==> src/lit_pkg.sv <==
`timescale 1ns / 1ps
`default_nettype none
// ----------------------------------------------------------------------------
// lit_pkg - shared types and constants for the line index table
// Sizes, operation and status codes, cell update codes and the structs that
// run between the top level and the row of table cells.
// ----------------------------------------------------------------------------
package lit_pkg;

  localparam int MAX_LINES   = 256;
  localparam int OFFSET_BITS = 16;
  localparam int IDX_W       = $clog2(MAX_LINES);
  localparam int CNT_W       = $clog2(MAX_LINES + 1);
  localparam int POS_W       = 16;
  localparam int CHAR_W      = 8;
  localparam int LI_W        = 8;
  localparam int WIDE_W      = ((OFFSET_BITS > POS_W) ? OFFSET_BITS : POS_W) + 1;
  localparam int CMP_W       = (LI_W > CNT_W) ? LI_W : CNT_W;

  localparam logic [CHAR_W-1:0] NEWLINE_CODE = CHAR_W'(10);

  localparam logic [1:0] OP_INSERT = 2'd0;
  localparam logic [1:0] OP_REMOVE = 2'd1;
  localparam logic [1:0] OP_READ   = 2'd2;

  localparam logic [1:0] ST_OK        = 2'd0;
  localparam logic [1:0] ST_BAD_POS   = 2'd1;
  localparam logic [1:0] ST_FULL      = 2'd2;
  localparam logic [1:0] ST_BAD_INDEX = 2'd3;

  typedef logic [2:0] code_t;

  // edited line itself
  localparam code_t CUR_KEEP    = 3'd0;
  localparam code_t CUR_INC     = 3'd1;
  localparam code_t CUR_INC_NL  = 3'd2;
  localparam code_t CUR_SPLIT   = 3'd3;
  localparam code_t CUR_DEC     = 3'd4;
  localparam code_t CUR_DEC_CLR = 3'd5;
  localparam code_t CUR_MERGE   = 3'd6;

  // line just after the edited one
  localparam code_t NXT_KEEP      = 3'd0;
  localparam code_t NXT_INC_OFF   = 3'd1;
  localparam code_t NXT_INC_LEN   = 3'd2;
  localparam code_t NXT_NEW_END   = 3'd3;
  localparam code_t NXT_NEW_SPLIT = 3'd4;
  localparam code_t NXT_PULL      = 3'd5;
  localparam code_t NXT_DEC_OFF   = 3'd6;

  // all lines further on
  localparam code_t FAR_KEEP = 3'd0;
  localparam code_t FAR_INC  = 3'd1;
  localparam code_t FAR_PUSH = 3'd2;
  localparam code_t FAR_PULL = 3'd3;
  localparam code_t FAR_DEC  = 3'd4;

  typedef struct packed {
    logic [OFFSET_BITS-1:0] off;
    logic [OFFSET_BITS-1:0] len;
    logic                   nl;
  } entry_t;

  typedef struct packed {
    logic              rem;
    logic [WIDE_W-1:0] pos;
    logic [IDX_W-1:0]  sel;
    logic [CNT_W-1:0]  total;
  } probe_req_t;

  typedef struct packed {
    logic hit;
    logic hit_end;
    logic hit_tail;
    logic hit_nl;
  } probe_t;

  typedef struct packed {
    logic              apply;
    logic [CNT_W-1:0]  idx;
    logic [CNT_W-1:0]  idx_nxt;
    code_t             cur;
    code_t             nxt;
    code_t             far;
    logic [WIDE_W-1:0] pos;
    logic              nl_char;
  } edit_t;

endpackage
`default_nettype wire

==> src/lit_cell.sv <==
`timescale 1ns / 1ps
`default_nettype none
// ----------------------------------------------------------------------------
// lit_cell - one line entry of the table
// Holds offset, length and newline flag of one line, matches the probed
// position against it and updates or shifts from its neighbours on an edit.
// ----------------------------------------------------------------------------
module lit_cell (
  input  wire logic                      clk,
  input  wire logic                      rst,
  input  wire logic [lit_pkg::IDX_W-1:0] cell_index,
  input  wire lit_pkg::entry_t           left,
  input  wire lit_pkg::entry_t           right,
  input  wire logic                      left_match,
  input  wire lit_pkg::probe_req_t       req,
  input  wire lit_pkg::edit_t            edit,
  output lit_pkg::entry_t                entry,
  output logic                           match,
  output lit_pkg::probe_t                probe,
  output lit_pkg::entry_t                read_data
);

  lit_pkg::entry_t                    entry_next;
  logic [lit_pkg::CNT_W-1:0]          idx_w;
  logic                               in_use;
  logic [lit_pkg::WIDE_W-1:0]         off_w;
  logic [lit_pkg::WIDE_W-1:0]         end_w;
  logic [lit_pkg::OFFSET_BITS-1:0]    pos_o;
  logic                               is_cur;
  logic                               is_nxt;
  logic                               is_far;

  assign idx_w  = lit_pkg::CNT_W'(cell_index);
  assign in_use = idx_w < req.total;
  assign off_w  = lit_pkg::WIDE_W'(entry.off);
  assign end_w  = off_w + lit_pkg::WIDE_W'(entry.len);

  always_comb begin
    if (req.rem) begin
      match = in_use && (req.pos >= off_w) && (req.pos < end_w);
    end else begin
      match = in_use && (req.pos >= off_w) && (req.pos <= end_w);
    end
  end

  assign probe.hit      = match && !left_match;
  assign probe.hit_end  = probe.hit && (req.pos == end_w);
  assign probe.hit_tail = probe.hit && ((req.pos + lit_pkg::WIDE_W'(1)) == end_w);
  assign probe.hit_nl   = probe.hit && entry.nl;

  assign read_data = (cell_index == req.sel) ? entry : '0;

  assign pos_o  = lit_pkg::OFFSET_BITS'(edit.pos);
  assign is_cur = idx_w == edit.idx;
  assign is_nxt = idx_w == edit.idx_nxt;
  assign is_far = idx_w > edit.idx_nxt;

  always_comb begin
    entry_next = entry;
    if (edit.apply) begin
      if (is_cur) begin
        unique case (edit.cur)
          lit_pkg::CUR_INC: begin
            entry_next.len = entry.len + 1'b1;
          end
          lit_pkg::CUR_INC_NL: begin
            entry_next.len = entry.len + 1'b1;
            entry_next.nl  = 1'b1;
          end
          lit_pkg::CUR_SPLIT: begin
            entry_next.len = pos_o - entry.off + 1'b1;
            entry_next.nl  = 1'b1;
          end
          lit_pkg::CUR_DEC: begin
            entry_next.len = entry.len - 1'b1;
          end
          lit_pkg::CUR_DEC_CLR: begin
            entry_next.len = entry.len - 1'b1;
            entry_next.nl  = 1'b0;
          end
          lit_pkg::CUR_MERGE: begin
            entry_next.len = entry.len + right.len - 1'b1;
            entry_next.nl  = right.nl;
          end
          default: begin
            entry_next = entry;
          end
        endcase
      end else if (is_nxt) begin
        unique case (edit.nxt)
          lit_pkg::NXT_INC_OFF: begin
            entry_next.off = entry.off + 1'b1;
          end
          lit_pkg::NXT_INC_LEN: begin
            entry_next.len = entry.len + 1'b1;
          end
          lit_pkg::NXT_NEW_END: begin
            entry_next.off = pos_o;
            entry_next.len = lit_pkg::OFFSET_BITS'(1);
            entry_next.nl  = edit.nl_char;
          end
          lit_pkg::NXT_NEW_SPLIT: begin
            entry_next.off = pos_o + 1'b1;
            entry_next.len = left.len - (pos_o - left.off);
            entry_next.nl  = left.nl;
          end
          lit_pkg::NXT_PULL: begin
            entry_next     = right;
            entry_next.off = right.off - 1'b1;
          end
          lit_pkg::NXT_DEC_OFF: begin
            entry_next.off = entry.off - 1'b1;
          end
          default: begin
            entry_next = entry;
          end
        endcase
      end else if (is_far) begin
        unique case (edit.far)
          lit_pkg::FAR_INC: begin
            entry_next.off = entry.off + 1'b1;
          end
          lit_pkg::FAR_PUSH: begin
            entry_next     = left;
            entry_next.off = left.off + 1'b1;
          end
          lit_pkg::FAR_PULL: begin
            entry_next     = right;
            entry_next.off = right.off - 1'b1;
          end
          lit_pkg::FAR_DEC: begin
            entry_next.off = entry.off - 1'b1;
          end
          default: begin
            entry_next = entry;
          end
        endcase
      end
    end
  end

  always_ff @(posedge clk) begin
    if (rst) begin
      entry <= '0;
    end else begin
      entry <= entry_next;
    end
  end

endmodule
`default_nettype wire

==> config.mk <==
export PLATFORM = sky130hd
export DESIGN_NAME = lit_cell
export DESIGN_NICKNAME = d
export VERILOG_FILES = /design/src/lit_pkg.sv /design/src/lit_cell.sv
export SDC_FILE = /design/constraint.sdc
export NUM_CORES = 1
export LEC_CHECK = 0
export BUFFER_PORTS_ARGS = -buffer_cell sky130_fd_sc_hd__buf_2
export CORE_MARGIN = 2
export CORE_UTILIZATION = 55
export DETAILED_ROUTE_END_ITERATION = 6
export PLACE_DENSITY = 0.8
export RECOVER_POWER = 100
export SLEW_MARGIN = 20
export SYNTH_ARGS = -nofsm -noshare
export SYNTH_HDL_FRONTEND = slang
export SYNTH_SLANG_ARGS = --single-unit
==> constraint.sdc <==
create_clock -name clk -period 6.59 [get_ports clk]
set_input_delay 0.3295 -clock clk [delete_from_list [all_inputs] [get_ports clk]]
set_output_delay 0.3295 -clock clk [all_outputs]
set_load 0.05 [all_outputs]
### Word-level counts from Yosys, hierarchy flattened

Cells that the tools add are included.

* add/subtract/negate cells: 15
* multiply operators: 0
* multiplexer cells: 12
* reductions and logical operators: 18
* shift-type cells: 0
* bitwise gates (word level): 1
* divide/modulo/power cells: 0
* eq/ne operators: 26
* magnitude comparators: 5

Operators by type and width (number)
* $pmux 16 s4: 3
* $mux 33: 3
* $add 16x1->16 const B: 5
* $pmux 16 s5: 1
* $sub 16x1->16 const B: 4
* $sub 16x16->16: 3
* $eq 17x17->1: 2
* $pmux 17 s2: 1
* $eq 3x3->1 const B: 7
* $eq 3x2->1 const B: 6
* $eq 8x9->1: 2
* $add 16x16->17: 1
* $add 17x1->17 const B: 1
* $ge 17x16->1: 1
* $le 17x17->1: 1
* $lt 17x17->1: 1
* $mux 17: 1
* $add 16x16->16: 1
* $reduce_and 5->1: 3
* $eq 3x1->1 const B: 3
* $gt 8x9->1: 1
* $lt 8x9->1: 1
* $eq 8x8->1: 1
* $logic_and 1x1->1: 7
* 14 further kinds: 17

* memories kept: 0
* memory bits (read-only): 0
* bits in registers: 33
* memory bits (writable): 0
* word-level logic and storage cells: 80
* output and inout port bits: 71
* latch bits: 0
* bits of input ports: 158

### Logic depth before layout (Yosys ltp)

Gate-level depths: netlist (run 1).

* depth in word-level cells: 6
* gate-level depth with buffers: 17
* mapped depth without buffers: 17

### Worst setup path before layout (run 1)

Ideal clock, no wire load.

* path kind: register to output
* from: register entry[17] (netlist bit)
* to: output probe[1] (netlist bit)
* slack: 1.557 ns
* required time: 6.260 ns
* arrival: 4.704 ns
* stages on the path, launching flop included: 17
* path buffers: 0
* cell sequence: dfxtp_1 > ha_1 > fa_1 > a211oi_1 > o21ai_2 > nand4b_1 > nand3b_1 > a21oi_1 > xor2_1 > ha_1 > a21oi_1 > o21ai_0 > a2111oi_0 > nor2_1 > nor4b_4 > nand4_1 > and4b_1

RTL lines
* from (decl): line lit_cell.sv:17 `output lit_pkg::entry_t entry,`
* from (signal assigned): line lit_cell.sv:146 `entry <= entry_next;`
* to (decl): line lit_cell.sv:19 `output lit_pkg::probe_t probe,`

==> out/qor.txt, run 1 <==
Worst endpoint required time = 6.26 ns
Multi-input logic area = 10050 um2
RSZ-0062 raised after global routing = false
Nets@finish = 2190
Post_cts resized = 0
CTS sink count = 33
FILL cells = 2088
Max_cap viols = 1
Final Hold Fails = 0
Post-Syn Nets = 2025
Vias in the first global route = 13.07k
Layout cells sized above 1 = 0.1098
Synthesized area per cell = 6.890 um2
Root Buffer = clkbuf_16
Finished layout cell area = 13030 um2
CP peak stage delay = 0.77 ns
Setup Buffers After CTS = 0
Yosys top cell area share = 0.1557
Maximum clock insertion buffer count = 2
Ant. Diodes = 0
M3 GR Usage = 0.07683
Core Area = 20960 um2
Initial Utilization = 0.5599
CTS tree = built
Ranking of synthesized cells by area = ha_1 16%, xnor2_1 8.4%, inv_1 5.7%, dfxtp_1 5.6%, a21oi_1 5.0%
Top reg by flops = entry
Worst slew pin tran = 2.021 ns
Hpwl dp = 40.38 mm
Worst R2R End = entry[14]
Grt met2 use = 0.6751
Die height = 150.1 um
Initial antenna violation count = 1
Final period utilization = 0.8739
Leak = 0.005586 uW
Setup violators final = 0
Failing checks = design-rule violations, max-capacitance violations, max-slew violations
Critical path class = flop to primary output
Most common cell in the netlist = inv_1
CP arrival = 5.43 ns
Reg-to-reg startpoint = entry[19]
Worst VDD drop = 81.33 uV
Main flop type after synthesis = dfxtp_1
Remaining antenna violation count = 0
H-tree lvl count = 2
Slew headroom = -0.3471
Setup TNS = 0 ns
Clk pin slew, worst setup/hold paths = 0.06 ns
Clock skew = 0.004835 ns
Remaining Overflow, GRT = 0
PwrDens = 105.8 nW/um2
First DRT Iteration DRCs = 1818
Ports = 229
Status = complete, but fails checks
Drt first pass iters = 7
Yosys top cell by area = ha_1
Slowest CP cell = dfxtp_1
Max Fclk = 0.1736 GHz
Clock Latency Late Sink = 0.29 ns
Cell area after synthesis = 11730 um2
Die X = 150.1 um
Sequential area share after synthesis = 0.05630
Crit Path Max Fanout = 20
Crit path launch type = flop
Cells after Synth = 1703
Vias = 14.36k
Min-Delay Path Depth = 5
Placed Area = 13020 um2
Hold-fix buffers at CTS = 0
Routability congestion estimate = 1.058
R2R cell count = 10
Register area = 660.6 um2
Global-route wire length before repair = 74.18 mm
Final Max Slew Viols = 40
DRC violations left = 11
WL final = 50.16 mm
Top flop regs = entry x33
Met1 GRT Util = 0.5478
Netlist cell types = 86
Hold Startpoint = edit[45]
Ys async rst share = 0
Pin count of the biggest net entering global routing = 40
Critical Path, Cell by Cell = ha_1 -> a211oi_1 -> o21ai_2 -> nand4b_1 -> nand3b_1 -> a21oi_1 -> xor2_1 -> ha_1 -> a21oi_1 -> o21ai_0 -> a2111oi_0 -> nor2_1 -> nor4b_1 -> and3b_1 -> clkbuf_1
Die area = 22520 um2
Via density = 6.704
R2R Setup Slk = 2.78 ns
WL/cell = 23.42 um
Num rows = 53
Clock period minus worst slack = 5.759 ns
CTS Buf Count = 5
Most used routing layer = met2
Most frequent cells after synthesis = 177 x inv_1, 146 x ha_1, 130 x nor2_1, 118 x a21oi_1, 118 x nand2_1
Quantity of I/O buffers inserted on ports = 227
Min-Delay Path Class = input port to flop
Critical path capture point type = primary output
Synth-to-Final Area Change = 11.05%
Synth warnings = 0
GRT Total Usage = 0.4306
EDFF count, synth = 0
Number of flip-flops under the largest register name = 33
Synth Register Bits = 33
Hold Path End = entry[0]
## kinds of logic (layout without fill, tap and decap cells)
logic type / after synthesis / in the layout / share of synthesized area
AND/OR/NAND/NOR: 546 / 546 / 0.2398
AO/OA/AOI/OAI: 511 / 511 / 0.2889
buffers and inverters: 265 / 429 / 0.08552
XOR/XNOR: 166 / 166 / 0.1274
adder cells (fa/ha/maj): 164 / 164 / 0.1864
flip-flops: 33 / 33 / 0.05630
multiplexers: 18 / 18 / 0.01567
## cell type report
| type | instances | area share |
|---|---|---|
| timing repair buffer | 245 | 0.08997 |
| multi-input combinational | 1405 | 0.7717 |
| inverter | 178 | 0.05128 |
| tap | 275 | 0.02641 |
| clock inverter | 1 | 0.0003841 |
| sequential | 33 | 0.05070 |
| clock buffer | 5 | 0.009602 |
## cell usage in the layout (no fill, tap or decap), drive strengths merged, types with 11 or more instances in the layout
master / instances
buf: 172
fa: 18
a21oi: 120
and4: 11
inv: 177
xnor2: 112
nand2b: 16
nor3: 67
nand3: 56
and3: 23
nand2: 118
nor2: 130
dfxtp: 33
a31oi: 24
o21ai: 113
ha: 146
o2111ai: 11
o211ai: 19
a311oi: 12
xor2: 51
nor4: 22
clkbuf: 78
nand4: 31
a211oi: 37
nor2b: 17
o221ai: 11
a21o: 25
mux2i: 15
o22ai: 32
a221oi: 18
## worst max-delay path by stage
stage	start	end	slack (ns)	cells after the start
finish	entry[19]	probe[2]	0.83	15
floorplan	entry[17]	probe[1]	1.56	16
detailed placement	entry[19]	probe[1]	1.75	16
CTS	entry[19]	probe[1]	1.43	16
global route	entry[19]	probe[2]	0.58	15
global placement	entry[19]	probe[1]	1.86	16
## worst max-delay path, delay by kind of cell, from the launching register on
family          cells  cell delay (ns)
simple gates        5             1.39
fa+ha+maj           2             0.72
buf+inv             1             0.48
compound gates      6             1.54
xor+xnor            1             0.26
flops               1             0.77
## routing by layer
layer  routed length, um  vias up
met4                3690        0
met3                5625      218
met5                   0        -
met1               19220     6649
met2               21630      918
li1                    -     6576
## power by group
part / leakage (uW) / internal, uW / switching [uW]
logic: 0.00525 / 346 / 580
registers: 0.000266 / 204 / 12.3
clock network: 0.0000655 / 136 / 101
total: 0.00559 / 685 / 693
## per-stage QoR
stage | instances | power [uW] | setup slack, ns | hold slack [ns] | util
2_1_floorplan | 1703 | 829.0 | 1.557 | 0.5188 | -
3_3_place_gp | 2136 | 1103 | 1.861 | 0.5450 | 0.6213
3_5_place_dp | 2136 | 1117 | 1.751 | 0.5530 | 0.6213
4_1_cts | 2142 | 1350 | 1.433 | 0.4719 | 0.6275
5_1_grt | 2142 | 1462 | 0.5762 | 0.5086 | 0.6218
6_report | 2142 | 1379 | 0.8309 | 0.4684 | 0.6218
Power figures use the tool's default switching activity.
==> inputs of run 2 (changes only) <==
Settings changed: REMOVE_ABC_BUFFERS from default to 1.
==> run 2 against run 1 <==
Against the previous run: maximum frequency up 3.7%; the flow finishes with violations (max-capacitance violations, max-slew violations); largest cell class unchanged; utilization unchanged; sequential share of layout area unchanged; critical endpoint is now probe[1]; global-route usage up 0.18 points; via count down 0.68%.
==> out/qor.txt, run 2 (synthesis results as in run 1) <==
Pin count of the biggest net entering global routing = 49 (+23%)
Leak = 0.005578 uW (-0.14%)
Remaining antenna violation count = 0 (unchanged)
Failing checks = max-capacitance violations, max-slew violations
Initial Utilization = 0.5599 (unchanged)
Routability congestion estimate = 0.9894 (-6.5%)
Setup Buffers After CTS = 0 (unchanged)
Num rows = 53 (unchanged)
Setup violators final = 0 (unchanged)
Vias = 14.26k (-0.68%)
Ports = 229 (unchanged)
Placed Area = 12990 um2 (-0.23%)
Hold-fix buffers at CTS = 0 (unchanged)
Maximum clock insertion buffer count = 2 (unchanged)
R2R Setup Slk = 2.87 ns (+0.09 ns)
Post_cts resized = 0 (unchanged)
Critical path class = flop to primary output
RSZ-0062 raised after global routing = false
Final Max Slew Viols = 40 (unchanged)
Max Fclk = 0.1800 GHz (+3.7%)
Initial antenna violation count = 1 (unchanged)
Most frequent cells in the layout = 177 x inv_1, 156 x buf_2, 146 x ha_1
Nets@finish = 2186 (-0.18%)
Worst slew pin tran = 1.837 ns (-0.1838 ns)
First DRT Iteration DRCs = 1655 (-9.0%)
Crit path buf inv count = 2 (+1)
Quantity of I/O buffers inserted on ports = 227 (unchanged)
CP arrival = 5.23 ns (-0.20 ns)
Ant. Diodes = 0 (unchanged)
Sequential share of power = 0.154 (-0.003)
WL/cell = 23.46 um (+0.19%)
Top flop regs = entry x33
Min-Delay Path Class = input port to flop
Clk pin slew, worst setup/hold paths = 0.07 ns (about the same)
Slowest CP cell = a211oi_1
CTS tree = built
Max_cap viols = 1 (unchanged)
Worst endpoint required time = 6.26 ns (about the same)
Drt first pass iters = 6 (-1)
Commonest non-fill, non-tap cell in the layout = inv_1
Final Hold Fails = 0 (unchanged)
Vias in the first global route = 12.85k (-1.7%)
WL final = 50.19 mm (about the same)
DRC violations left = 0 (-11)
Net Switching = 711.6 uW (+2.6%)
Worst VDD drop = 86.91 uV (+6.9%)
Tot Pwr = 1412 uW (+2.4%)
Die area = 22520 um2 (unchanged)
Number of flip-flops under the largest register name = 33 (unchanged)
Synth-to-Final Area Change = 11.05% (unchanged)
Crit path launch type = flop
Top reg by flops = entry
Die X = 150.1 um (unchanged)
CP peak stage delay = 0.48 ns (-0.29 ns)
Final period utilization = 0.8429 (-0.03100)
Critical Path, Cell by Cell = buf_4 -> ha_1 -> fa_1 -> a211oi_1 -> o21ai_2 -> nand4b_1 -> nand3b_1 -> a21oi_1 -> xor2_1 -> ha_1 -> a21oi_1 -> o21ai_0 -> a2111oi_0 -> nor2_1 -> nor4b_4 -> nand4_1 -> and4b_1 -> clkbuf_1
H-tree lvl count = 2 (unchanged)
Clock skew = 0.008587 ns (+0.003753 ns)
Status = complete, but fails checks
Sw Ratio = 0.5041 (+0.001242)
Slew headroom = -0.2246 (+0.1226)
Hpwl dp = 40.00 mm (-0.94%)
Finished layout cell area = 13030 um2 (unchanged)
Layout cells sized above 1 = 0.1084 (-0.001433)
Root Buffer = clkbuf_16
Global-route wire length before repair = 74.35 mm (+0.22%)
Worst hold-check slack = 0.5215 ns (+0.05317 ns)
P_int = 700.0 uW (+2.1%)
Clock period minus worst slack = 5.555 ns (-0.2043 ns)
Clock Power Share = 0.186 (+0.014)
CTS sink count = 33 (unchanged)
Family with the most delay on the worst path = compound AO/OA/AOI/OAI gates
Core Area = 20960 um2 (unchanged)
Clock Latency Late Sink = 0.30 ns (about the same)
Via density = 6.668 (-0.54%)
Die height = 150.1 um (unchanged)
Critical path capture point type = primary output
Setup TNS = 0 ns (unchanged)
Crit Path Max Fanout = 18 (-10%)
CTS Buf Count = 5 (unchanged)
Logic pwr share = 0.660 (-0.011)
GRT Total Usage = 0.4324 (+0.001830)
Remaining Overflow, GRT = 0 (unchanged)
PwrDens = 108.3 nW/um2 (+2.4%)
-- run 2: cell count changes in the layout (fill, tap and decap cells not counted) --
cell / change
nor4b_1: -1
clkbuf_8: +1
clkinv_2: -1
buf_4: -3
clkbuf_1: +1
nor4b_4: +1
buf_2: -1
-- run 2: final cells by class --
| type | count | area, um2 |
|---|---|---|
| well taps | 275 | 344.1 |
| inverters | 178 | 668.1 |
| flip-flops and latches | 33 | 660.6 |
| multi-input cells | 1405 | 10070 |
| clock buffers | 7 | 142.6 |
| fillers | 2077 | 7925 |
| repair buffers | 241 | 1145 |
-- run 2: metrics by stage --
| stage | setup WS [ns] | util | std cells |
|---|---|---|---|
| 6_report | 1.035 | 0.6218 | 2139 |
| 4_1_cts | 1.306 | 0.6267 | 2139 |
| 3_3_place_gp | 1.783 | 0.6199 | 2132 |
| 2_1_floorplan | 1.453 | - | 1616 |
| 5_1_grt | 0.5752 | 0.6218 | 2139 |
| 3_5_place_dp | 1.657 | 0.6199 | 2132 |
-- run 2: final timing paths --
check                           startpoint        end  depth (start not counted)
worst max-delay path             entry[17]   probe[1]                         18
worst min-delay path              edit[45]   entry[0]                          5
worst max register to register   entry[19]  entry[14]                         10
worst min register to register    entry[0]   entry[0]                          2
-- run 2: power groups by stage --
stage / Combinational (uW) / Sequential [uW] / Clock, uW
after floorplan: 578 / 232 / 0
after global placement: 883 / 221 / 0
after detailed placement: 898 / 221 / 0
after CTS: 904 / 216 / 258
after global routing: 1010 / 218 / 266
final: 932 / 217 / 262
-- run 2: routing by layer --
layer  wire length (um)  GRT usage
met1              20230     0.5790
met2              21520     0.6632
met3               6387     0.1110
met4               2057     0.1684
met5                  0          0
-- run 2: worst reg2reg max path, stage by stage, from the launching register on --
cell and delay (ns):
dfxtp_1 0.71, inv_1 0.28, ha_1 0.40, fa_1 0.50
a211oi_1 0.29, or2_1 0.22, a211oi_1 0.14, o41ai_1 0.40
mux2i_1 0.27, a211oi_1 0.09, a221oi_1 0.32
